`src/hdl/clts_pkg.sv`:
```
package clts_pkg;

  // Field widths of the two channels.
  localparam int unsigned CH_W    = 8;
  localparam int unsigned SCORE_W = 4;
  localparam int unsigned HITS_W  = 7;
  localparam int unsigned TOOL_W  = 4;

  // Window depth default and the byte counter.
  localparam int unsigned MATCH_WINDOW_DEF = 19;
  localparam int unsigned SEEN_W           = 5;
  localparam logic [SEEN_W-1:0] SEEN_MAX   = 5'd31;

  // Pattern table geometry.
  localparam int unsigned PAT_COUNT   = 37;
  localparam int unsigned PAT_MAX_LEN = 19;
  localparam int unsigned PAT_W       = PAT_MAX_LEN * CH_W;
  localparam int unsigned TOOL_COUNT  = 11;

  // Pattern indices used by the rules.
  localparam int unsigned PI_SHELL_A   = 11;
  localparam int unsigned PI_SHELL_B   = 12;
  localparam int unsigned PI_ENCCMD    = 13;
  localparam int unsigned PI_ENC       = 14;
  localparam int unsigned PI_NOP       = 15;
  localparam int unsigned PI_HIDDEN    = 16;
  localparam int unsigned PI_DEVTCP    = 17;
  localparam int unsigned PI_NC        = 18;
  localparam int unsigned PI_DASH_E    = 19;
  localparam int unsigned PI_BASH_I    = 20;
  localparam int unsigned PI_REDIR     = 21;
  localparam int unsigned PI_SHADOW    = 22;
  localparam int unsigned PI_PASSWD    = 23;
  localparam int unsigned PI_CAT       = 24;
  localparam int unsigned PI_CP        = 25;
  localparam int unsigned PI_CHMOD     = 26;
  localparam int unsigned PI_PLUS_S    = 27;
  localparam int unsigned PI_4755      = 28;
  localparam int unsigned PI_B64       = 29;
  localparam int unsigned PI_DASH_D    = 30;
  localparam int unsigned PI_DECODE    = 31;
  localparam int unsigned PI_CURL      = 32;
  localparam int unsigned PI_WGET      = 33;
  localparam int unsigned PI_PIPE      = 34;
  localparam int unsigned PI_BASH      = 35;
  localparam int unsigned PI_SH        = 36;

  // Rule bit positions in the hit mask.
  localparam int unsigned RB_B64     = 0;
  localparam int unsigned RB_DLEXEC  = 1;
  localparam int unsigned RB_TOOL    = 2;
  localparam int unsigned RB_OBFUSC  = 3;
  localparam int unsigned RB_REVSH   = 4;
  localparam int unsigned RB_CRED    = 5;
  localparam int unsigned RB_SUID    = 6;

  // Rule weights in tenths, and the saturation limit of the score.
  localparam int unsigned SUM_W = 6;
  localparam logic [SUM_W-1:0] W_B64    = 6'd3;
  localparam logic [SUM_W-1:0] W_DLEXEC = 6'd5;
  localparam logic [SUM_W-1:0] W_TOOL   = 6'd7;
  localparam logic [SUM_W-1:0] W_OBFUSC = 6'd6;
  localparam logic [SUM_W-1:0] W_REVSH  = 6'd8;
  localparam logic [SUM_W-1:0] W_CRED   = 6'd4;
  localparam logic [SUM_W-1:0] W_SUID   = 6'd6;
  localparam logic [SUM_W-1:0] SCORE_MAX = 6'd10;

  // Pattern text, right aligned: byte j from the bottom is compared with the
  // byte received j positions before the newest one. Entries 0 to 10 are the
  // tool names in priority order.
  localparam logic [PAT_W-1:0] PAT_TEXT [PAT_COUNT] = '{
    152'h6d696d696b61747a,
    152'h6d65746572707265746572,
    152'h636f62616c74737472696b65,
    152'h656d70697265,
    152'h626c6f6f64686f756e64,
    152'h727562657573,
    152'h6c617a61676e65,
    152'h637261636b6d617065786563,
    152'h6e636174,
    152'h6e6574636174,
    152'h6e632e747261646974696f6e616c,
    152'h706f7765727368656c6c,
    152'h70777368,
    152'h2d656e636f646564636f6d6d616e64,
    152'h2d656e6320,
    152'h2d6e6f70,
    152'h2d77696e646f777374796c652068696464656e,
    152'h2f6465762f7463702f,
    152'h6e6320,
    152'h2d65,
    152'h62617368202d69,
    152'h3e26,
    152'h2f6574632f736861646f77,
    152'h2f6574632f706173737764,
    152'h636174,
    152'h6370,
    152'h63686d6f64,
    152'h2b73,
    152'h34373535,
    152'h626173653634,
    152'h2d64,
    152'h2d2d6465636f6465,
    152'h6375726c,
    152'h77676574,
    152'h7c,
    152'h62617368,
    152'h7368
  };

  localparam logic [SEEN_W-1:0] PAT_LEN [PAT_COUNT] = '{
    5'd8,  5'd11, 5'd12, 5'd6,  5'd10, 5'd6,  5'd7,  5'd12, 5'd4,  5'd6,
    5'd14, 5'd10, 5'd4,  5'd15, 5'd5,  5'd4,  5'd19, 5'd9,  5'd3,  5'd2,
    5'd7,  5'd2,  5'd11, 5'd11, 5'd3,  5'd2,  5'd5,  5'd2,  5'd4,  5'd6,
    5'd2,  5'd8,  5'd4,  5'd4,  5'd1,  5'd4,  5'd2
  };

  // Set where the pattern is compared against the lower-cased byte.
  localparam logic [PAT_COUNT-1:0] PAT_LOWER = 37'h0_1fff_ffff;

  // Control from the top level to the matcher for one processed transaction.
  typedef struct packed {
    logic step;
    logic has_byte;
    logic line_end;
  } clts_ctrl_t;

  // One scored line.
  typedef struct packed {
    logic [SCORE_W-1:0] score_tenths;
    logic [HITS_W-1:0]  rule_hits;
    logic [TOOL_W-1:0]  tool_index;
  } clts_result_t;

  // Only the capital letters change.
  function automatic logic [CH_W-1:0] to_lower(input logic [CH_W-1:0] c);
    return (c >= 8'h41 && c <= 8'h5a) ? c + 8'h20 : c;
  endfunction

endpackage

```
`src/hdl/clts_rules.sv`:
```
module clts_rules import clts_pkg::*; (
  input  logic [PAT_COUNT-1:0] flags_i,
  output clts_result_t         res_o
);

  logic [HITS_W-1:0] hits;
  logic [TOOL_W-1:0] tool;
  logic [SUM_W-1:0]  sum;

  // First tool name in table order wins.
  always_comb begin
    tool = '0;
    for (int i = TOOL_COUNT - 1; i >= 0; i--) begin
      if (flags_i[i]) begin
        tool = TOOL_W'(i + 1);
      end
    end
  end

  // The seven rules.
  always_comb begin
    hits = '0;
    hits[RB_B64]    = flags_i[PI_B64] && (flags_i[PI_DASH_D] || flags_i[PI_DECODE]);
    hits[RB_DLEXEC] = (flags_i[PI_CURL] || flags_i[PI_WGET]) && flags_i[PI_PIPE]
                      && (flags_i[PI_BASH] || flags_i[PI_SH]);
    hits[RB_TOOL]   = (tool != '0);
    hits[RB_OBFUSC] = (flags_i[PI_SHELL_A] || flags_i[PI_SHELL_B])
                      && (flags_i[PI_ENCCMD] || flags_i[PI_ENC] || flags_i[PI_NOP]
                          || flags_i[PI_HIDDEN]);
    hits[RB_REVSH]  = flags_i[PI_DEVTCP] || (flags_i[PI_NC] && flags_i[PI_DASH_E])
                      || (flags_i[PI_BASH_I] && flags_i[PI_REDIR]);
    hits[RB_CRED]   = (flags_i[PI_SHADOW] || flags_i[PI_PASSWD])
                      && (flags_i[PI_CAT] || flags_i[PI_CP]);
    hits[RB_SUID]   = flags_i[PI_CHMOD] && (flags_i[PI_PLUS_S] || flags_i[PI_4755]);
  end

  // Weighted sum, saturated.
  assign sum = (hits[RB_B64]    ? W_B64    : '0) + (hits[RB_DLEXEC] ? W_DLEXEC : '0)
             + (hits[RB_TOOL]   ? W_TOOL   : '0) + (hits[RB_OBFUSC] ? W_OBFUSC : '0)
             + (hits[RB_REVSH]  ? W_REVSH  : '0) + (hits[RB_CRED]   ? W_CRED   : '0)
             + (hits[RB_SUID]   ? W_SUID   : '0);

  assign res_o.score_tenths = (sum > SCORE_MAX) ? SCORE_MAX[SCORE_W-1:0] : sum[SCORE_W-1:0];
  assign res_o.rule_hits    = hits;
  assign res_o.tool_index   = tool;

endmodule

```
`config.mk`:
```
export PLATFORM = sky130hd
export DESIGN_NAME = clts_rules
export DESIGN_NICKNAME = d
export VERILOG_FILES = /design/src/hdl/clts_pkg.sv /design/src/hdl/clts_rules.sv
export SDC_FILE = /design/constraint.sdc
export NUM_CORES = 1
export LEC_CHECK = 0
export ABC_AREA = 0
export BUFFER_PORTS_ARGS = -buffer_cell sky130_fd_sc_hd__buf_2
export CAP_MARGIN = 20
export CORE_AREA = 2 2 39 41
export DETAILED_ROUTE_END_ITERATION = 8
export DIE_AREA = 0 0 41 43
export PLACE_DENSITY = 0.91
export SYNTH_ARGS = -nofsm -noshare
export SYNTH_HDL_FRONTEND = slang
export SYNTH_SLANG_ARGS = --single-unit
```
`constraint.sdc`:
```
create_clock -name vclk -period 5.35
set_clock_uncertainty 0.05 [all_clocks]
set_input_delay 1.07 -clock vclk [all_inputs]
set_output_delay 1.07 -clock vclk [all_outputs]
set_load 0.01 [all_outputs]
```
-- After elaboration in Yosys (flattened, before gate mapping)
Cells that the tools add are included.
- bits in registers: 0
- output and inout port bits: 15
- $add $sub $neg: 6
- order comparisons: 1
- muxes and demuxes: 19
- reduce and logical (&&, ||, !) cells: 21
- operators by type and width (cell ; count):
    $mux W4 ; 13
    $mux W3 ; 5
    $add A6 B3 Y6 ; 2
    $logic_or A1 B1 Y1 ; 12
    $logic_and A1 B1 Y1 ; 8
    $add A5 B3 Y6 ; 1
    $add A6 B4 Y6 ; 1
    $gt A6 B4 Y1 const B ; 1
    $add A4 B3 Y5 ; 1
    $add A2 B3 Y4 ; 1
    $reduce_bool A4 Y1 ; 1
    $mux W2 ; 1

-- Depth between registers and ports, before layout
Gate-level depths: netlist of run 1.
- depth in word-level cells: 20
- gate-level depth with buffers: 14

-- Worst setup path before layout of run 1
No wires, ideal clock.
- kind: input -> output
- start: input port flags_i[14]
- end: output port res_o[13] in the netlist's numbering
- data arrival time: 4240 ps
- data required time: 4230 ps
- slack: -10 ps
- stages: 12
- cells stage by stage: or4_4 -> o21ai_2 -> inv_2 -> fa_1 -> fa_1 -> inv_1 -> fa_1 -> inv_1 -> ha_1 -> fa_1 -> or3_1 -> nor2_1
- RTL lines (item ; line ; source):
    start: declaration ; clts_rules.sv:2 ; input logic [PAT_COUNT-1:0] flags_i,
    end: declaration ; clts_rules.sv:3 ; output clts_result_t res_o

==> impl_metrics.ini, run 1 <==
[setup_path]
worst-setup-path-type = in -> out
path_depth = 14
timing.critical_path.slowest_stage_cell = fa_2
worstPathMaxFanout = 2
worst-endpoint-arrival_ps = 4280
worstSetupStartpointType = primary input
critical_path.max_stage_delay_ps = 550
crit_start = flags_i[14]
path_buf_inv = 5
worst_setup_path_end_kind = primary output
worst_path_cell_chain = buf_6, or4_4, o21ai_4, inv_2, fa_2, fa_2, inv_2, fa_2, inv_2, ha_4, fa_1, or3_4, nor2_2, buf_2
critical_path.top_delay_family = adder cells
timing.critical_path.required_ps = 4230
last_element_of_the_critical_path = res_o[13]

[routing]
drt_pre_antenna_iters = 4
drt-vias-per-instance = 4.910
drt-total-wl_um = 1487
route.detailed.drc = 0
route.vias.total = 658
detail_route.wl_per_cell_um = 11.10
detailedRoute.firstIterationViolations = 3
antenna_left = 0

[yosys]
synthesis.yosys.warnings = 0
yosys.cell_types.count = 23
area_of_the_mapped_netlist_um2 = 456.7
synth.net_count = 106
synth-seq-area-share = 0
syn_avg_cell_area_um2 = 7.874
synth_cells = 58

[power_and_ir_drop]
peakVddDrop_v = 0.00007763
power-per-cell-area_nw_per_um2 = 142.6
p_leak_nw = 0.4591
totalPowerFinal_uw = 124.9

[place]
hpwl_um = 1295
place.gp.congestion = 0.7252
port_buffers = 52
placed_area_um2 = 799.5

[floorplan]
design.die.area_um2 = 1763
fp-row-count = 14
area_of_the_core_um2 = 1384
dieHeight_um = 43
initial_utilization = 0.3300
ioPinCount = 52
die_width_um = 41

[worst_hold_path]
hold_path_class = in -> out

[cells_and_area]
mostFrequentLayoutCell = buf_2
post_route_cell_area_um2 = 875.8
postLayoutCoreUtil = 0.6329
most_frequent_cells_in_the_layout = buf_2, inv_1, buf_4, nor2_1, inv_2
nNetsFinal = 168
layout.area.seq_um2 = 0
final.fill_count = 119
layout.clock_buffers = 0
seq_cells = 0
antenna_cells_inserted = 0
area_delta_synth_final_pct = 91.78
post_route_cells_drive_above_1_share = 0.6610

[timing]
post-route-min-period_ps = 5402
timing.final.ws_setup_ps = -51.69
final-setup-viol-count = 1
fmaxAchievable_mhz = 185.1
rsz0062_at_grt = true
setup_tns_ps = -51.69
worst_pin_slew_ps = 634.1
timing.max_slew.rel_slack = 0.5728
final_hold_viol_count = 0
slew_violations = 0
finalCritPeriodShare = 1.010

[job]
maxCapViolCount = 0

[global_route]
grt_pass1_wl_um = 2139
global_route.overflow_total = 0
grt_antenna_before_repair = 0
first_global_vias = 596
grt_usage = 0.1667
grt_max_degree = 6

[run_status]
outcome = complete, but fails checks
violations_in_the_final_reports = negative setup slack

[cts]
post-cts-setup-buffer-count = 0
ctsHoldBuffers = 0
[logic make-up (layout without fill, tap and decap cells)]
group,count (synthesis),after routing,synth area share
and+or+nand+nor,23,23,0.2713
AOI/OAI and AO/OA,12,12,0.1973
buffers and inverters,12,72,0.09865
adders and majority gates,11,11,0.4329
[synth_stat cells]
cell	count	area share
nand2b_1	3	0.041
nor4_2	1	0.027
fa_1	8	0.35
inv_2	2	0.016
a221o_1	2	0.044
o221ai_1	1	0.019
a21oi_1	3	0.033
nand3_1	2	0.022
nor4_1	1	0.014
o22a_1	1	0.019
o21ai_0	1	0.011
inv_1	10	0.082
or4_4	1	0.025
or3_1	1	0.014
ha_1	3	0.082
nor2b_1	1	0.014
o21a_1	1	0.016
nand2_1	3	0.025
o21ai_2	1	0.019
o2bb2ai_1	1	0.019
nor3_1	3	0.033
nor2_1	7	0.058
o31ai_1	1	0.016
[how the worst min path moves through the flow]
stage,from,to,slack (ps),cells after the start
after global routing,flags_i[11],res_o[7],2450,4
after CTS,flags_i[11],res_o[7],2410,4
after floorplan,flags_i[0],res_o[1],2180,1
after global placement,flags_i[0],res_o[1],2410,3
final,flags_i[11],res_o[7],2430,4
after detailed placement,flags_i[11],res_o[7],2410,4
[timing repair]
| action | in CTS | in global routing |
|---|---|---|
| pin swaps | 2 | 3 |
| cloned | 0 | 0 |
| setup endpoints to repair | 3 | 3 |
| resized for setup | 13 | 5 |
[metal layers]
metal  track usage  wire length (µm)  vias up
met1        0.1472               468      306
met2        0.3688               914       31
met4       0.01333                19        0
met5             0                 0        -
li1              -                 -      319
met3             0                85        2
[worst min-delay path, cell delays in order]
cell and delay (ps):
buf_2 100, o21ai_4 60, inv_2 50, buf_2 130
[metrics by stage]
stage          hold WS, ps  std cells  setup WS, ps
2_1_floorplan         2180         58         22.64
3_3_place_gp          2406        134        -66.80
3_5_place_dp          2413        134        -178.3
4_1_cts               2410        134        -72.56
5_1_grt               2452        134        -141.7
6_report              2432        134        -51.69
[power breakdown]
part	switching [mW]	internal, mW	leakage [nW]
clock	0	0	0
sequential	0	0	0
combinational	0.0608	0.0641	0.459
total	0.0608	0.0641	0.459
[final cells by class]
cell class / instances / area, µm² / share of cell area
timing repair buffer: 60 / 336.6 / 0.3843
multi-input combinational: 46 / 474.2 / 0.5414
inverter: 12 / 45.04 / 0.05143
tap: 16 / 20.02 / 0.02286
No activity file was read; power rests on OpenSTA's default activity.
==> run 2: changes to the inputs <==
--- a/config.mk
+++ b/config.mk
@@ -12,6 +12,7 @@
 export DETAILED_ROUTE_END_ITERATION = 8
 export DIE_AREA = 0 0 41 43
 export PLACE_DENSITY = 0.91
+export REMOVE_ABC_BUFFERS = 1
 export SYNTH_ARGS = -nofsm -noshare
 export SYNTH_HDL_FRONTEND = slang
 export SYNTH_SLANG_ARGS = --single-unit
==> run 2 against run 1 <==
Power decreased by 6.3%; die area did not move; largest power group unchanged; via count up 2.4%; critical path type unchanged; critical endpoint unchanged; final cell count rose by 2.2%; final area decreased by 0.57%; the flow still finishes with violations (negative setup slack).
==> impl_metrics.ini, run 2 (same netlist as run 1, synthesis figures left out) <==
[timing]
finalCritPeriodShare = 1.007
worst_pin_slew_ps = 676.7
timing.max_slew.rel_slack = 0.5441
setup_tns_ps = -35.91
post-route-min-period_ps = 5386
fmaxAchievable_mhz = 185.7
rsz0062_at_grt = true
final_hold_viol_count = 0
final-setup-viol-count = 1
slew_violations = 0
holdWs_ps = 2418
timing.final.ws_setup_ps = -35.91

[global_route]
global_route.overflow_total = 0
grt_antenna_before_repair = 0
grt_pass1_wl_um = 2201
first_global_vias = 609
grt_usage = 0.1743
grt_max_degree = 6

[cells_and_area]
mostFrequentLayoutCell = buf_2
layout.area.seq_um2 = 0
post_route_cells_drive_above_1_share = 0.6446
area_delta_synth_final_pct = 90.68
postLayoutCoreUtil = 0.6293
seq_cells = 0
antenna_cells_inserted = 0
nNetsFinal = 171
layout.clock_buffers = 0
final.fill_count = 124
finalNonFillerCells = 137
multiInputGateArea_um2 = 452.9
most_frequent_cells_in_the_layout = buf_2, buf_4, nor2_1, inv_1, inv_2
post_route_cell_area_um2 = 870.8

[power_and_ir_drop]
power-per-cell-area_nw_per_um2 = 134.4
totalPowerFinal_uw = 117.0
clockPowerShare = 0
power.sequential.fraction = 0
p_leak_nw = 0.4651
power.internal_uw = 58.61
combPwrFrac = 1.000
netsw_uw = 58.40
netSwitchingFraction = 0.4991
peakVddDrop_v = 0.00006584

[floorplan]
die_width_um = 41
area_of_the_core_um2 = 1384
ioPinCount = 52
fp-row-count = 14
initial_utilization = 0.3300
design.die.area_um2 = 1763
dieHeight_um = 43

[place]
total_placed_cells_including_tap_cells = 135
port_buffers = 52
place.gp.congestion = 0.6989
place_ws_ps = -163.6
hpwl_um = 1255
placed_area_um2 = 804.5

[routing]
detail_route.wl_per_cell_um = 11.28
route.vias.total = 674
detailedRoute.firstIterationViolations = 14
drt_pre_antenna_iters = 4
route.detailed.drc = 0
drt-vias-per-instance = 4.920
drt-total-wl_um = 1545
antenna_left = 0

[worst_hold_path]
hold_depth = 3
hold_path_end = res_o[1]
hold_path_class = in -> out
worstHoldStart = flags_i[0]

[setup_path]
timing.critical_path.required_ps = 4230
worst-setup-path-type = in -> out
worstPathMaxFanout = 2
worst_setup_path_end_kind = primary output
worstSetupStartpointType = primary input
worst-endpoint-arrival_ps = 4270

[job]
maxCapViolCount = 0

[run_status]
outcome = complete, but fails checks
violations_in_the_final_reports = negative setup slack
run 2: final cells by class:
class | count | area share
Multi-Input combinational cell | 46 | 0.5201
Inverter | 12 | 0.05172
Tap cell | 16 | 0.02299
Timing Repair Buffer | 63 | 0.4052
run 2: power by group through the flow:
stage	clock [mW]	sequential [mW]	combinational, mW
after floorplan	0	0	0.0589
after global placement	0	0	0.0975
after detailed placement	0	0	0.104
after CTS	0	0	0.115
after global routing	0	0	0.134
final	0	0	0.117
run 2: worst max-delay path, cell delays in order:
cell and delay, ps:
buf_6 90, or4_4 530, o21ai_4 90, inv_2 60, fa_2 340, fa_2 540, inv_2 40, fa_2 350
inv_2 70, ha_4 120, fa_1 410, or3_1 330, nor2_1 90, buf_2 130
run 2: how the worst max path moves through the flow:
stage | from | to | slack, ps | cells after the start
6_report | flags_i[14] | res_o[13] | -40 | 14
5_1_grt | flags_i[14] | res_o[13] | -150 | 14
4_1_cts | flags_i[14] | res_o[13] | -60 | 14
3_5_place_dp | flags_i[8] | res_o[13] | -160 | 13
3_3_place_gp | flags_i[8] | res_o[13] | -60 | 13
2_1_floorplan | flags_i[14] | res_o[13] | -10 | 12
run 2: what timing repair did:
action,in CTS,in global routing
resized for setup,10,4
setup buffers,1,1
pin swaps,1,2
hold buffers,0,0
endpoints found under the setup margin,3,4
run 2: layer usage:
| metal | part of all wire | track usage | vias up |
|---|---|---|---|
| li1 | - | - | 323 |
| met1 | 0.30 | 0.1424 | 310 |
| met2 | 0.59 | 0.3906 | 39 |
| met3 | 0.093 | 0.005236 | 2 |
| met4 | 0.0097 | 0.02000 | 0 |
| met5 | 0 | 0 | - |
