`config.mk`:
```
export PLATFORM = sky130hd
export DESIGN_NAME = clts_matcher
export DESIGN_NICKNAME = d
export VERILOG_FILES = /design/src/hdl/clts_pkg.sv /design/src/hdl/clts_matcher.sv
export SDC_FILE = /design/constraint.sdc
export NUM_CORES = 1
export LEC_CHECK = 0
export BUFFER_PORTS_ARGS = -buffer_cell sky130_fd_sc_hd__buf_2
export CORE_ASPECT_RATIO = 0.8
export CORE_MARGIN = 3
export CORE_UTILIZATION = 28
export CTS_CLUSTER_DIAMETER = 200
export DETAILED_ROUTE_END_ITERATION = 10
export REMOVE_ABC_BUFFERS = 1
export SYNTH_ARGS = -nofsm -noshare
export SYNTH_HDL_FRONTEND = slang
export SYNTH_SLANG_ARGS = --single-unit
```
`constraint.sdc`:
```
create_clock -name clk_i -period 2.9 [get_ports clk_i]
set_input_delay 0.58 -clock clk_i [delete_from_list [all_inputs] [get_ports clk_i]]
set_output_delay 0.58 -clock clk_i [all_outputs]
set_load 0.03 [all_outputs]
```
`src/hdl/clts_pkg.sv`:
```
package clts_pkg;

  // Field widths of the two channels.
  localparam int unsigned CH_W    = 8;
  localparam int unsigned SCORE_W = 4;
  localparam int unsigned HITS_W  = 7;
  localparam int unsigned TOOL_W  = 4;

  // Window depth default and the byte counter.
  localparam int unsigned MATCH_WINDOW_DEF = 19;
  localparam int unsigned SEEN_W           = 5;
  localparam logic [SEEN_W-1:0] SEEN_MAX   = 5'd31;

  // Pattern table geometry.
  localparam int unsigned PAT_COUNT   = 37;
  localparam int unsigned PAT_MAX_LEN = 19;
  localparam int unsigned PAT_W       = PAT_MAX_LEN * CH_W;
  localparam int unsigned TOOL_COUNT  = 11;

  // Pattern indices used by the rules.
  localparam int unsigned PI_SHELL_A   = 11;
  localparam int unsigned PI_SHELL_B   = 12;
  localparam int unsigned PI_ENCCMD    = 13;
  localparam int unsigned PI_ENC       = 14;
  localparam int unsigned PI_NOP       = 15;
  localparam int unsigned PI_HIDDEN    = 16;
  localparam int unsigned PI_DEVTCP    = 17;
  localparam int unsigned PI_NC        = 18;
  localparam int unsigned PI_DASH_E    = 19;
  localparam int unsigned PI_BASH_I    = 20;
  localparam int unsigned PI_REDIR     = 21;
  localparam int unsigned PI_SHADOW    = 22;
  localparam int unsigned PI_PASSWD    = 23;
  localparam int unsigned PI_CAT       = 24;
  localparam int unsigned PI_CP        = 25;
  localparam int unsigned PI_CHMOD     = 26;
  localparam int unsigned PI_PLUS_S    = 27;
  localparam int unsigned PI_4755      = 28;
  localparam int unsigned PI_B64       = 29;
  localparam int unsigned PI_DASH_D    = 30;
  localparam int unsigned PI_DECODE    = 31;
  localparam int unsigned PI_CURL      = 32;
  localparam int unsigned PI_WGET      = 33;
  localparam int unsigned PI_PIPE      = 34;
  localparam int unsigned PI_BASH      = 35;
  localparam int unsigned PI_SH        = 36;

  // Rule bit positions in the hit mask.
  localparam int unsigned RB_B64     = 0;
  localparam int unsigned RB_DLEXEC  = 1;
  localparam int unsigned RB_TOOL    = 2;
  localparam int unsigned RB_OBFUSC  = 3;
  localparam int unsigned RB_REVSH   = 4;
  localparam int unsigned RB_CRED    = 5;
  localparam int unsigned RB_SUID    = 6;

  // Rule weights in tenths, and the saturation limit of the score.
  localparam int unsigned SUM_W = 6;
  localparam logic [SUM_W-1:0] W_B64    = 6'd3;
  localparam logic [SUM_W-1:0] W_DLEXEC = 6'd5;
  localparam logic [SUM_W-1:0] W_TOOL   = 6'd7;
  localparam logic [SUM_W-1:0] W_OBFUSC = 6'd6;
  localparam logic [SUM_W-1:0] W_REVSH  = 6'd8;
  localparam logic [SUM_W-1:0] W_CRED   = 6'd4;
  localparam logic [SUM_W-1:0] W_SUID   = 6'd6;
  localparam logic [SUM_W-1:0] SCORE_MAX = 6'd10;

  // Pattern text, right aligned: byte j from the bottom is compared with the
  // byte received j positions before the newest one. Entries 0 to 10 are the
  // tool names in priority order.
  localparam logic [PAT_W-1:0] PAT_TEXT [PAT_COUNT] = '{
    152'h6d696d696b61747a,
    152'h6d65746572707265746572,
    152'h636f62616c74737472696b65,
    152'h656d70697265,
    152'h626c6f6f64686f756e64,
    152'h727562657573,
    152'h6c617a61676e65,
    152'h637261636b6d617065786563,
    152'h6e636174,
    152'h6e6574636174,
    152'h6e632e747261646974696f6e616c,
    152'h706f7765727368656c6c,
    152'h70777368,
    152'h2d656e636f646564636f6d6d616e64,
    152'h2d656e6320,
    152'h2d6e6f70,
    152'h2d77696e646f777374796c652068696464656e,
    152'h2f6465762f7463702f,
    152'h6e6320,
    152'h2d65,
    152'h62617368202d69,
    152'h3e26,
    152'h2f6574632f736861646f77,
    152'h2f6574632f706173737764,
    152'h636174,
    152'h6370,
    152'h63686d6f64,
    152'h2b73,
    152'h34373535,
    152'h626173653634,
    152'h2d64,
    152'h2d2d6465636f6465,
    152'h6375726c,
    152'h77676574,
    152'h7c,
    152'h62617368,
    152'h7368
  };

  localparam logic [SEEN_W-1:0] PAT_LEN [PAT_COUNT] = '{
    5'd8,  5'd11, 5'd12, 5'd6,  5'd10, 5'd6,  5'd7,  5'd12, 5'd4,  5'd6,
    5'd14, 5'd10, 5'd4,  5'd15, 5'd5,  5'd4,  5'd19, 5'd9,  5'd3,  5'd2,
    5'd7,  5'd2,  5'd11, 5'd11, 5'd3,  5'd2,  5'd5,  5'd2,  5'd4,  5'd6,
    5'd2,  5'd8,  5'd4,  5'd4,  5'd1,  5'd4,  5'd2
  };

  // Set where the pattern is compared against the lower-cased byte.
  localparam logic [PAT_COUNT-1:0] PAT_LOWER = 37'h0_1fff_ffff;

  // Control from the top level to the matcher for one processed transaction.
  typedef struct packed {
    logic step;
    logic has_byte;
    logic line_end;
  } clts_ctrl_t;

  // One scored line.
  typedef struct packed {
    logic [SCORE_W-1:0] score_tenths;
    logic [HITS_W-1:0]  rule_hits;
    logic [TOOL_W-1:0]  tool_index;
  } clts_result_t;

  // Only the capital letters change.
  function automatic logic [CH_W-1:0] to_lower(input logic [CH_W-1:0] c);
    return (c >= 8'h41 && c <= 8'h5a) ? c + 8'h20 : c;
  endfunction

endpackage

```
`src/hdl/clts_matcher.sv`:
```
module clts_matcher import clts_pkg::*; #(
  parameter int unsigned MATCH_WINDOW = MATCH_WINDOW_DEF
) (
  input  logic                 clk_i,
  input  logic                 rst_ni,
  input  clts_ctrl_t           ctrl_i,
  input  logic [CH_W-1:0]      ch_i,
  output logic [PAT_COUNT-1:0] flags_o
);

  logic [CH_W-1:0]      win_q [MATCH_WINDOW];
  logic [CH_W-1:0]      win_d [MATCH_WINDOW];
  logic [SEEN_W-1:0]    seen_q;
  logic [SEEN_W-1:0]    seen_d;
  logic [PAT_COUNT-1:0] flags_q;
  logic [PAT_COUNT-1:0] hit;

  // Window with the new byte shifted in, and the saturating byte count.
  always_comb begin
    win_d[0] = ch_i;
    for (int k = 1; k < MATCH_WINDOW; k++) begin
      win_d[k] = win_q[k-1];
    end
    seen_d = (seen_q == SEEN_MAX) ? seen_q : seen_q + 5'd1;
  end

  // Every pattern is compared against the window ending at the new byte. A
  // pattern only counts once the line holds at least its length in bytes.
  always_comb begin
    for (int p = 0; p < PAT_COUNT; p++) begin
      hit[p] = (int'(PAT_LEN[p]) <= MATCH_WINDOW) && (PAT_LEN[p] <= seen_d);
      for (int j = 0; j < PAT_MAX_LEN; j++) begin
        if (j < int'(PAT_LEN[p])) begin
          if ((PAT_LOWER[p] ? to_lower(win_d[j]) : win_d[j]) != PAT_TEXT[p][j*CH_W +: CH_W]) begin
            hit[p] = 1'b0;
          end
        end
      end
    end
  end

  // Flags of the line including the current byte.
  assign flags_o = flags_q | (ctrl_i.has_byte ? hit : '0);

  // Line state: cleared at the end of a line, advanced on every byte.
  always_ff @(posedge clk_i or negedge rst_ni) begin
    if (!rst_ni) begin
      for (int k = 0; k < MATCH_WINDOW; k++) begin
        win_q[k] <= '0;
      end
      seen_q  <= '0;
      flags_q <= '0;
    end else if (ctrl_i.step) begin
      if (ctrl_i.line_end) begin
        for (int k = 0; k < MATCH_WINDOW; k++) begin
          win_q[k] <= '0;
        end
        seen_q  <= '0;
        flags_q <= '0;
      end else if (ctrl_i.has_byte) begin
        win_q   <= win_d;
        seen_q  <= seen_d;
        flags_q <= flags_o;
      end
    end
  end

endmodule

```
# Yosys cells after proc, flatten, opt, wreduce, memory -nomap -nowiden
# Index checks and enable logic that the tools add are counted.
# classes
n_addsub	20
n_mul	0
div	0
order_cmp	53
n_eq_ne	172
n_shift	0
muxes	272
bitwise_logic	1
n_reduce_logical	21
# ops
cell	count
$ne 8x7->1 const B	145
$mux 152	2
$mux 1	245
$ne 8x6->1 const B	26
$add 8x6->8 const B	19
$ge 8x7->1 const B	19
$le 8x7->1 const B	19
$mux 8	19
$mux 37	3
$or 37x37->37	1
$le 4x5->1 const A	7
$le 3x5->1 const A	4
$logic_and 1x1->1	19
$mux 5	3
$le 2x5->1 const A	2
$add 5x1->5 const B	1
$eq 5x5->1 const B	1
$le 1x5->1 const A	1
$le 5x5->1 const A	1
$reduce_and 2->1	1
$reduce_bool 2->1	1
# word_totals
register_bits	186
latchBits	0
mem_bits_rw	0
mem_bits_ro	0
in_bits	13
out_inout_bits	37
mem_count	0

# Depth between registers and ports, before layout
# Gate-level depths: netlist of the first run.
# depth
depth_word	27
ltp_mapped	10

# Worst setup path after synthesis of the first run
# Ideal clock, no wire load.
# synth_path
path_kind	reg-to-output
from	register seen_q[0]
to	output flags_o[22]
arrival_ps	2862
t_required_ps	2320
slack_ps	-542
path_stages_with_launch	10
cell_sequence	dfrtp_1 -> ha_1 -> buf_2 -> and2_4 -> a41oi_1 -> and2_1 -> o2111ai_1 -> a2111o_1 -> or4_1 -> o21bai_1
# synth_via
elab_chain_len	16
word_cells_on_any_way	17
classes_between	add/sub: 1; order compare: 1; eq/ne: 1; mux: 13; bitwise: 1
# synth_rtl
element	line	source
from (decl)	clts_matcher.sv:13	logic [SEEN_W-1:0] seen_q;
from (signal assigned)	clts_matcher.sv:62	seen_q <= seen_d;
$add 5x1->5 or $eq 5x5->1 (tied branches)	clts_matcher.sv:24	seen_d = (seen_q == SEEN_MAX) ? seen_q : seen_q + 5'd1;
$mux 5 *	clts_matcher.sv:24	
$le 4x5->1 *	clts_matcher.sv:31	hit[p] = (int'(PAT_LEN[p]) <= MATCH_WINDOW) && (PAT_LEN[p] <= seen_d);
$mux 1 * (11 in a row)	clts_matcher.sv:34	if ((PAT_LOWER[p] ? to_lower(win_d[j]) : win_d[j]) != PAT_TEXT[p][j*CH_W +: CH_W]) begin
$mux 37 *	clts_matcher.sv:43	assign flags_o = flags_q | (ctrl_i.has_byte ? hit : '0);
$or 37x37->37 *	clts_matcher.sv:43	
to (decl)	clts_matcher.sv:8	output logic [PAT_COUNT-1:0] flags_o
# Mark *: on every way between the ends. The rest lies on a longest branch, timed or not.

# Worst setup path after layout of the first run
# layout_path
from	register seen_q[4]
to	output flags_o[22]
# The elaborated chain is that of the path after synthesis.

==> metrics.log, run 1 <==
[metrics] clock insertion delay at the later pin of the skew report: 0.48 ns
[metrics] pin count of the biggest net entering global routing: 148
[metrics] # hold bufs at CTS: 0
[metrics] post-route fraction of the period consumed by the critical path: 1.32
[metrics] prevailing post-synth register cell: dfrtp_1
[metrics] critical path required time: approximately 2.3 ns
[metrics] min setup slack post-route: -0.920 ns
[metrics] remaining global-route overflow: 0
[metrics] number of unique standard cell types used by synthesis: 80
[metrics] CTS Buf Count: 17
[metrics] average footprint of a synthesized cell: 8.31 um2
[metrics] RD Place Congestion: 0.985
[metrics] via count of the first global-routing pass: 13100
[metrics] Vert. Die Dim: 190 um
[metrics] final standard cell utilization of the core: 0.456
[metrics] sequential power share: 0.387
[metrics] tightest slew margin relative to the limit: 0.576
[metrics] number of nets at the end of the flow: 1910
[metrics] EDFF count, synth: 0
[metrics] proportion of netlist area held by the largest area contributor: 0.393
[metrics] overall die area: around 45000 um2
[metrics] total via count after detailed routing: 13300
[metrics] Final Routed Wirelength: 55400 um
[metrics] cell types with the largest area share after synthesis: dfrtp_1 (39%), nand2_1 (11%), nand3b_1 (9.4%)
[metrics] clock tree from TritonCTS: yes
[metrics] final count of hold timing violations: 0
[metrics] number of antenna violations at the first check in global routing: 2
[metrics] Lkg Pwr: 9.05 nW
[metrics] crit path time final: 3.82 ns
[metrics] number of standard cells after synthesis: 1426
[metrics] total setup violations reported at the end of the flow: 36
[metrics] top-level port count: 50
[metrics] count of non-filler cells in the finished layout: 2435
[metrics] fraction of registers with async set or reset after synthesis: 1.00
[metrics] Worst EP arrival: 3.24 ns
[metrics] run status: finished, violations left
[metrics] CTS sink cnt: around 190
[metrics] proportion of layout cells with a drive suffix above 1: 0.422
[metrics] average wire per cell in the routed design: 22.8 um
[metrics] Die X: 236 um
[metrics] Syn-to-layout area delta: 58.8%
[metrics] violated checks: negative setup slack
[metrics] fmax: 262 MHz
[metrics] number of placement rows: 66
[metrics] combined global-route utilization of all metal layers: 0.243
[metrics] fill count: between 3000 and 4000
[metrics] DRC violations left: 0
[metrics] number of buffers on the longest clock path: 2
[metrics] critical path fanouts, max: 7
[metrics] areal power density over the cells: 371 nW/um2
[metrics] share of power burned in combinational logic: 0.249
[metrics] slowest CP cell: or4_4
[metrics] Clock Skew: 0.0128 ns
[metrics] count of warnings emitted by yosys: 0
[metrics] worst-margin pin slew: 0.636 ns
[metrics] largest vdd supply drop: roughly 0.38 mV
[metrics] most frequently used cell type in the post-synthesis netlist: nand2_1
[metrics] H-tree lvl count: 4
[metrics] sequential element share of the synthesized area: 0.393
[metrics] chain of cells forming the critical path: nor2_2 -> a41oi_4 -> a211oi_2 -> o2111ai_1 -> a2111o_1 -> or4_4 -> o21bai_1 -> buf_4
[metrics] share of power burned in the clock network: 0.364
[metrics] critical path capture point type: output port
[metrics] switching component of the power: 0.00227 W
[metrics] largest area contributor in the synthesized netlist: dfrtp_1
[metrics] clock-pin transition on the worst setup and hold timing paths: 0.08 ns
[metrics] Port-buffer cells: 49
[metrics] final max-slew violation count: 0
[metrics] setup repair after global routing missed its margin: true
[metrics] initial core utilization: 0.287
[metrics] net switching share of the total power: 0.325
[metrics] startpoint-to-endpoint class of the critical path: reg -> out
[metrics] first-iteration detailed-routing DRC count: 1461
[metrics] cell area after technology mapping: between 10000 and 15000 um2
[metrics] core box area: 41200 um2
[metrics] Internal Pwr Total: around 0.0047 W
[metrics] cell at the root of the clock tree: clkbuf_16
[metrics] first drt pass iteration count: 5
[metrics] count of maximum capacitance violations: 0
[metrics] remaining number of nets flagged by the antenna check after routing: 0
[metrics] routed vias/inst: ~5.5
[metrics] hold crit path type: in -> async
[metrics] ranking of synthesized cells by instance count: nand2_1 (335), dfrtp_1 (186), nand3b_1 (149)
[metrics] wire length of the first global-routing pass: 82200 um
[metrics] Post-DP HPWL: 41200 um
[metrics] Post-Route Setup TNS: -17.91 ns
[metrics] cell count after placement: approximately 2300
[metrics] kind of start point of the critical path: register
[metrics] #FFs+latches synth: 186
[metrics] biggest cell delay along the critical path: between 0.5 and 0.6 ns
==> path summary, 6_finish.rpt <==
kind,startpoint,to,slack (ns),cells past startpoint
min,rst_ni,win_d[78]$_DFFE_PN0P_,0.11,1
max,seen_q[4]$_DFFE_PN0P_,flags_o[22],-0.92,8
min reg2reg,win_d[0]$_DFFE_PN0P_,win_d[0]$_DFFE_PN0P_,0.47,2
max in group asynchronous,rst_ni,win_d[35]$_DFFE_PN0P_,2.09,2
min in group clk_i,ch_i[1],win_d[137]$_DFFE_PN0P_,0.41,3
max reg2reg,win_d[102]$_DFFE_PN0P_,flags_q[16]$_DFFE_PN0P_,0.06,11
==> cell usage in the layout, fill, tap and decap left out, types with 10 or more instances in the layout <==
master	instances
nand4_1	33
a21oi_1	21
nor4_4	18
buf_2	10
o21ai_0	20
nor3_1	23
nand3_1	24
dfrtp_1	183
nor4b_1	10
buf_4	423
nor3_2	13
nand3b_1	149
nor2b_1	17
nor4_1	15
o31ai_1	10
nor2_1	55
ha_1	13
a21o_1	14
buf_6	93
nor3_4	11
and3_1	12
inv_1	21
clkbuf_16	17
nand2_1	322
nand2b_1	15
nor4_2	10
a22o_1	12
==> state kept, by name, indices dropped and copies added, names as in the netlist <==
name and count:
flags_q 37, seen_q 5, win_d 144
==> area by class of cell <==
type	count	area, um2	share of cell area
Multi-Input combinational cell	1113	8290	0.440
Clock inverter	14	183	0.00971
Tap cell	544	681	0.0362
Antenna cell	1	2.50	0.000133
Inverter	21	78.8	0.00419
Clock buffer	18	429	0.0228
Sequential cell	186	4660	0.248
Timing Repair Buffer	538	4490	0.239
==> per-stage QoR <==
| step | power (W) | hold slack, ns | area (um2) | setup WS [ns] |
|---|---|---|---|---|
| 2_1_floorplan | 0.00319 | 0.284 | 11400 | -5.03 |
| 3_3_place_gp | 0.00397 | 0.446 | 15700 | -0.818 |
| 3_5_place_dp | 0.00398 | 0.455 | 15700 | -0.834 |
| 4_1_cts | 0.00687 | 0.112 | 18100 | -0.930 |
| 5_1_grt | 0.00722 | 0.135 | 18800 | -1.03 |
| 6_report | 0.00698 | 0.108 | 18800 | -0.920 |
==> power by group through the flow <==
stage          clock network [W]  logic (W)  registers (W)
2_1_floorplan                  0   0.000415        0.00277
3_3_place_gp                   0    0.00123        0.00274
3_5_place_dp                   0    0.00124        0.00274
4_1_cts                  0.00258    0.00159        0.00269
5_1_grt                  0.00269    0.00183        0.00271
6_report                 0.00254    0.00174        0.00270
==> timing repair <==
item / 4_1_cts / 5_1_grt
buffers inserted: 52 / 39
endpoints found under the setup margin: 40 / 38
pin swaps: 83 / 78
resized for setup: 338 / 106
==> per-layer routing <==
| metal | up-vias | GRT usage | wire [um] |
|---|---|---|---|
| met3 | 73 | 0.0687 | 4960 |
| met1 | 6664 | 0.359 | 26200 |
| met2 | 491 | 0.348 | 23100 |
| li1 | 6052 | - | - |
| met4 | 0 | 0.0599 | 1190 |
| met5 | - | 0 | 0 |
==> critical path: cells and delay by family, from the launching register on <==
kind	cells	cell delay [ns]
simple gates	2	0.93
compound gates	5	1.12
flops	1	0.53
buf+inv	1	0.19
==> cells by family (layout without fill, tap and decap cells) <==
group	after synthesis	count (layout)	share of synthesized area
adders and majority gates	20	20	0.0211
and+or+nand+nor	893	893	0.412
DFF	186	186	0.393
other	0	1	0
muxes	5	5	0.00444
buffers and inverters	127	591	0.0457
xor gates and xnor gates	1	1	0.000740
AOI/OAI and AO/OA	194	194	0.123
(Power assumes the default switching activity.)
==> run 2, diff against run 1 <==
--- a/config.mk
+++ b/config.mk
@@ -7,10 +7,11 @@
 export LEC_CHECK = 0
 export BUFFER_PORTS_ARGS = -buffer_cell sky130_fd_sc_hd__buf_2
 export CORE_ASPECT_RATIO = 0.8
-export CORE_MARGIN = 3
-export CORE_UTILIZATION = 28
+export CORE_MARGIN = 2
+export CORE_UTILIZATION = 50
 export CTS_CLUSTER_DIAMETER = 200
 export DETAILED_ROUTE_END_ITERATION = 10
+export PLACE_DENSITY = 0.67
 export REMOVE_ABC_BUFFERS = 1
 export SYNTH_ARGS = -nofsm -noshare
 export SYNTH_HDL_FRONTEND = slang
==> constraint.sdc (replaced) <==
create_clock -name clk_i -period 3.7 [get_ports clk_i]
set_input_delay 0.74 -clock clk_i [delete_from_list [all_inputs] [get_ports clk_i]]
set_output_delay 0.74 -clock clk_i [all_outputs]
set_load 0.03 [all_outputs]
==> metrics.log, run 2 (synthesized netlist as in run 1, its figures left out) <==
[metrics] finished layout cell area: 15000 um2 (-20%)
[metrics] overall die area: 24900 um2 (-44%)
[metrics] critical path required time: 2.96 ns (+0.64 ns)
[metrics] Port-buffer cells: 49 (unchanged)
[metrics] final count of hold timing violations: 0 (unchanged)
[metrics] number of antenna repair diodes: 0 (-1)
[metrics] CTS Buf Count: 17 (unchanged)
[metrics] setup repair after global routing missed its margin: true
[metrics] kind of start point of the critical path: register
[metrics] number of buffers on the longest clock path: 2 (unchanged)
[metrics] number of antenna violations at the first check in global routing: 2 (unchanged)
[metrics] cell at the root of the clock tree: clkbuf_16
[metrics] Syn-to-layout area delta: 26.9%
[metrics] initial core utilization: 0.508 (+0.220)
[metrics] first-iteration detailed-routing DRC count: 1497 (+2.5%)
[metrics] worst-margin pin slew: 1.05 ns (+0.411 ns)
[metrics] total setup violations reported at the end of the flow: 9 (-75%)
[metrics] via count of the first global-routing pass: 11500 (-12%)
[metrics] H-tree lvl count: 4 (unchanged)
[metrics] startpoint-to-endpoint class of the critical path: reg -> out
[metrics] remaining global-route overflow: 0 (unchanged)
[metrics] Final Routed Wirelength: 46500 um (-16%)
[metrics] top-level port count: 50 (unchanged)
[metrics] Post-DP HPWL: 34200 um (-17%)
[metrics] clock-pin transition on the worst setup and hold timing paths: 0.08 ns (about the same)
[metrics] fmax: between 200 and 300 MHz
[metrics] # hold bufs at CTS: 0 (unchanged)
[metrics] hold crit path type: in -> async
[metrics] top library cells by usage in the layout, fill and taps aside: nand2_1 (331), buf_4 (176), dfrtp_1 (162), nand3b_1 (149), nor2_1 (57)
[metrics] Lkg Pwr: 7.03 nW (-22%)
[metrics] DRC violations left: 0 (unchanged)
[metrics] RD Place Congestion: 1.07 (+8.1%)
[metrics] wire length of the first global-routing pass: 71000 um (-14%)
[metrics] CTS sink cnt: 186 (unchanged)
[metrics] critical path fanouts, max: 6 (-1)
[metrics] cell count after placement: 1838 (-22%)
[metrics] pin count of the biggest net entering global routing: 169 (+14%)
[metrics] Vert. Die Dim: 142 um (-25%)
[metrics] critical path capture point type: output port
[metrics] total power: 0.00500 W (-28%)
[metrics] total via count after detailed routing: 12100 (-8.6%)
[metrics] count of non-filler cells in the finished layout: 1899 (-22%)
[metrics] crit path time final: 3.82 ns
[metrics] min setup slack post-route: -0.118 ns (+0.802 ns)
[metrics] pre-CTS worst setup slack: -0.294 ns (+0.540 ns)
[metrics] Die X: 176 um (-25%)
[metrics] average wire per cell in the routed design: 24.5 um (+7.5%)
[metrics] max reg flops: 144 (unchanged)
[metrics] fill count: 2045 (-48%)
[metrics] run status: finished, violations left
[metrics] post-route fraction of the period consumed by the critical path: 1.03
[metrics] routed vias/inst: 6.39 (+17%)
[metrics] most common cell after layout, fill and taps aside: nand2_1
[metrics] Clock Skew: 0.0167 ns (+0.00392 ns)
[metrics] areal power density over the cells: 332 nW/um2 (-10%)
[metrics] number of placement rows: 50 (-24%)
[metrics] clock tree from TritonCTS: yes
[metrics] tightest slew margin relative to the limit: 0.299 (-0.277)
[metrics] proportion of layout cells with a drive suffix above 1: 0.277 (-0.145)
[metrics] largest vdd supply drop: 0.294 mV (-23%)
[metrics] clock insertion delay at the later pin of the skew report: 0.46 ns (-0.02 ns)
[metrics] remaining number of nets flagged by the antenna check after routing: 0 (unchanged)
[metrics] number of nets at the end of the flow: 1607 (-16%)
[metrics] Placement Cell Area: 13300 um2 (-15%)
[metrics] violated checks: negative setup slack
[metrics] combined global-route utilization of all metal layers: 0.378 (+0.135)
[metrics] final max-slew violation count: 0 (unchanged)
[metrics] count of maximum capacitance violations: 0 (unchanged)
[metrics] first drt pass iteration count: 6 (+1)
[metrics] Worst EP arrival: 3.08 ns (-0.16 ns)
[metrics] core box area: 23300 um2 (-43%)
-- run 2: changes by cell type in the layout (fill, tap and decap cells not counted), moves of 9 or more --
| cell | before | now |
|---|---|---|
| buf_2 | 10 | 33 |
| buf_4 | 423 | 176 |
| buf_6 | 93 | 21 |
| dfrtp_1 | 183 | 162 |
| dfrtp_2 | 3 | 24 |
| nand2_1 | 322 | 331 |
| nor3_1 | 23 | 36 |
| nor4_4 | 18 | 9 |
-- run 2: critical path: stages (launching register included) --
cell	delay, ns
dfrtp_1	0.42
ha_4	0.19
buf_4	0.16
nand4_1	0.12
nand2_1	0.11
a211oi_2	0.27
o2111ai_2	0.14
a2111o_1	0.37
buf_6	0.16
nor4_4	0.28
buf_4	0.16
a21o_1	0.12
buf_6	0.13
-- run 2: worst paths after layout --
check | start | end | slack (ns) | cells past startpoint
worst max-delay path | seen_q[0]$_DFFE_PN0P_ | flags_o[23] | -0.12 | 12
worst min-delay path | rst_ni | win_d[54]$_DFFE_PN0P_ | 0.29 | 1
worst max register to register | seen_q[0]$_DFFE_PN0P_ | flags_q[34]$_DFFE_PN0P_ | 1.10 | 10
worst min register to register | win_d[2]$_DFFE_PN0P_ | win_d[2]$_DFFE_PN0P_ | 0.47 | 2
max in group asynchronous | rst_ni | win_d[99]$_DFFE_PN0P_ | 2.58 | 2
min in group clk_i | win_d[2]$_DFFE_PN0P_ | win_d[2]$_DFFE_PN0P_ | 0.47 | 2
-- run 2: layer usage --
layer / GRT usage / share of wire / up-vias
met5: 0 / 0.00060 / -
met4: 0.119 / 0.032 / 4
met3: 0.108 / 0.11 / 108
met2: 0.523 / 0.41 / 638
met1: 0.566 / 0.45 / 5947
li1: - / - / 5441
-- run 2: repair_timing --
item	CTS	global route
endpoints found under the setup margin	22	31
buffers inserted	14	17
pin swaps	37	36
resized for setup	123	83
-- run 2: power breakdown --
group | switching [W] | internal [W] | leakage, nW
Clock | 0.000949 | 0.00103 | 0.294
Combinational | 0.000558 | 0.000312 | 4.19
Sequential | 0.0000766 | 0.00207 | 2.55
Total | 0.00158 | 0.00341 | 7.03
-- run 2: per-stage QoR --
| step | hold slack, ns | util | TNS, ns |
|---|---|---|---|
| floorplan | 0.431 | - | -491.26 |
| global placement | 0.447 | 0.568 | -0.631 |
| detailed placement | 0.454 | 0.568 | -0.972 |
| CTS | 0.317 | 0.623 | -0.536 |
| global route | 0.334 | 0.644 | -1.34 |
| finish | 0.295 | 0.644 | -0.425 |
-- run 2: final cells by class --
cell class	count	area, um2	area share
repair buffers	235	1820	0.121
inverters	21	78.8	0.00524
multi-input cells	1113	7450	0.496
clock buffers	18	429	0.0285
flip-flops and latches	186	4680	0.312
well taps	312	390	0.0260
clock inverters	14	184	0.0122
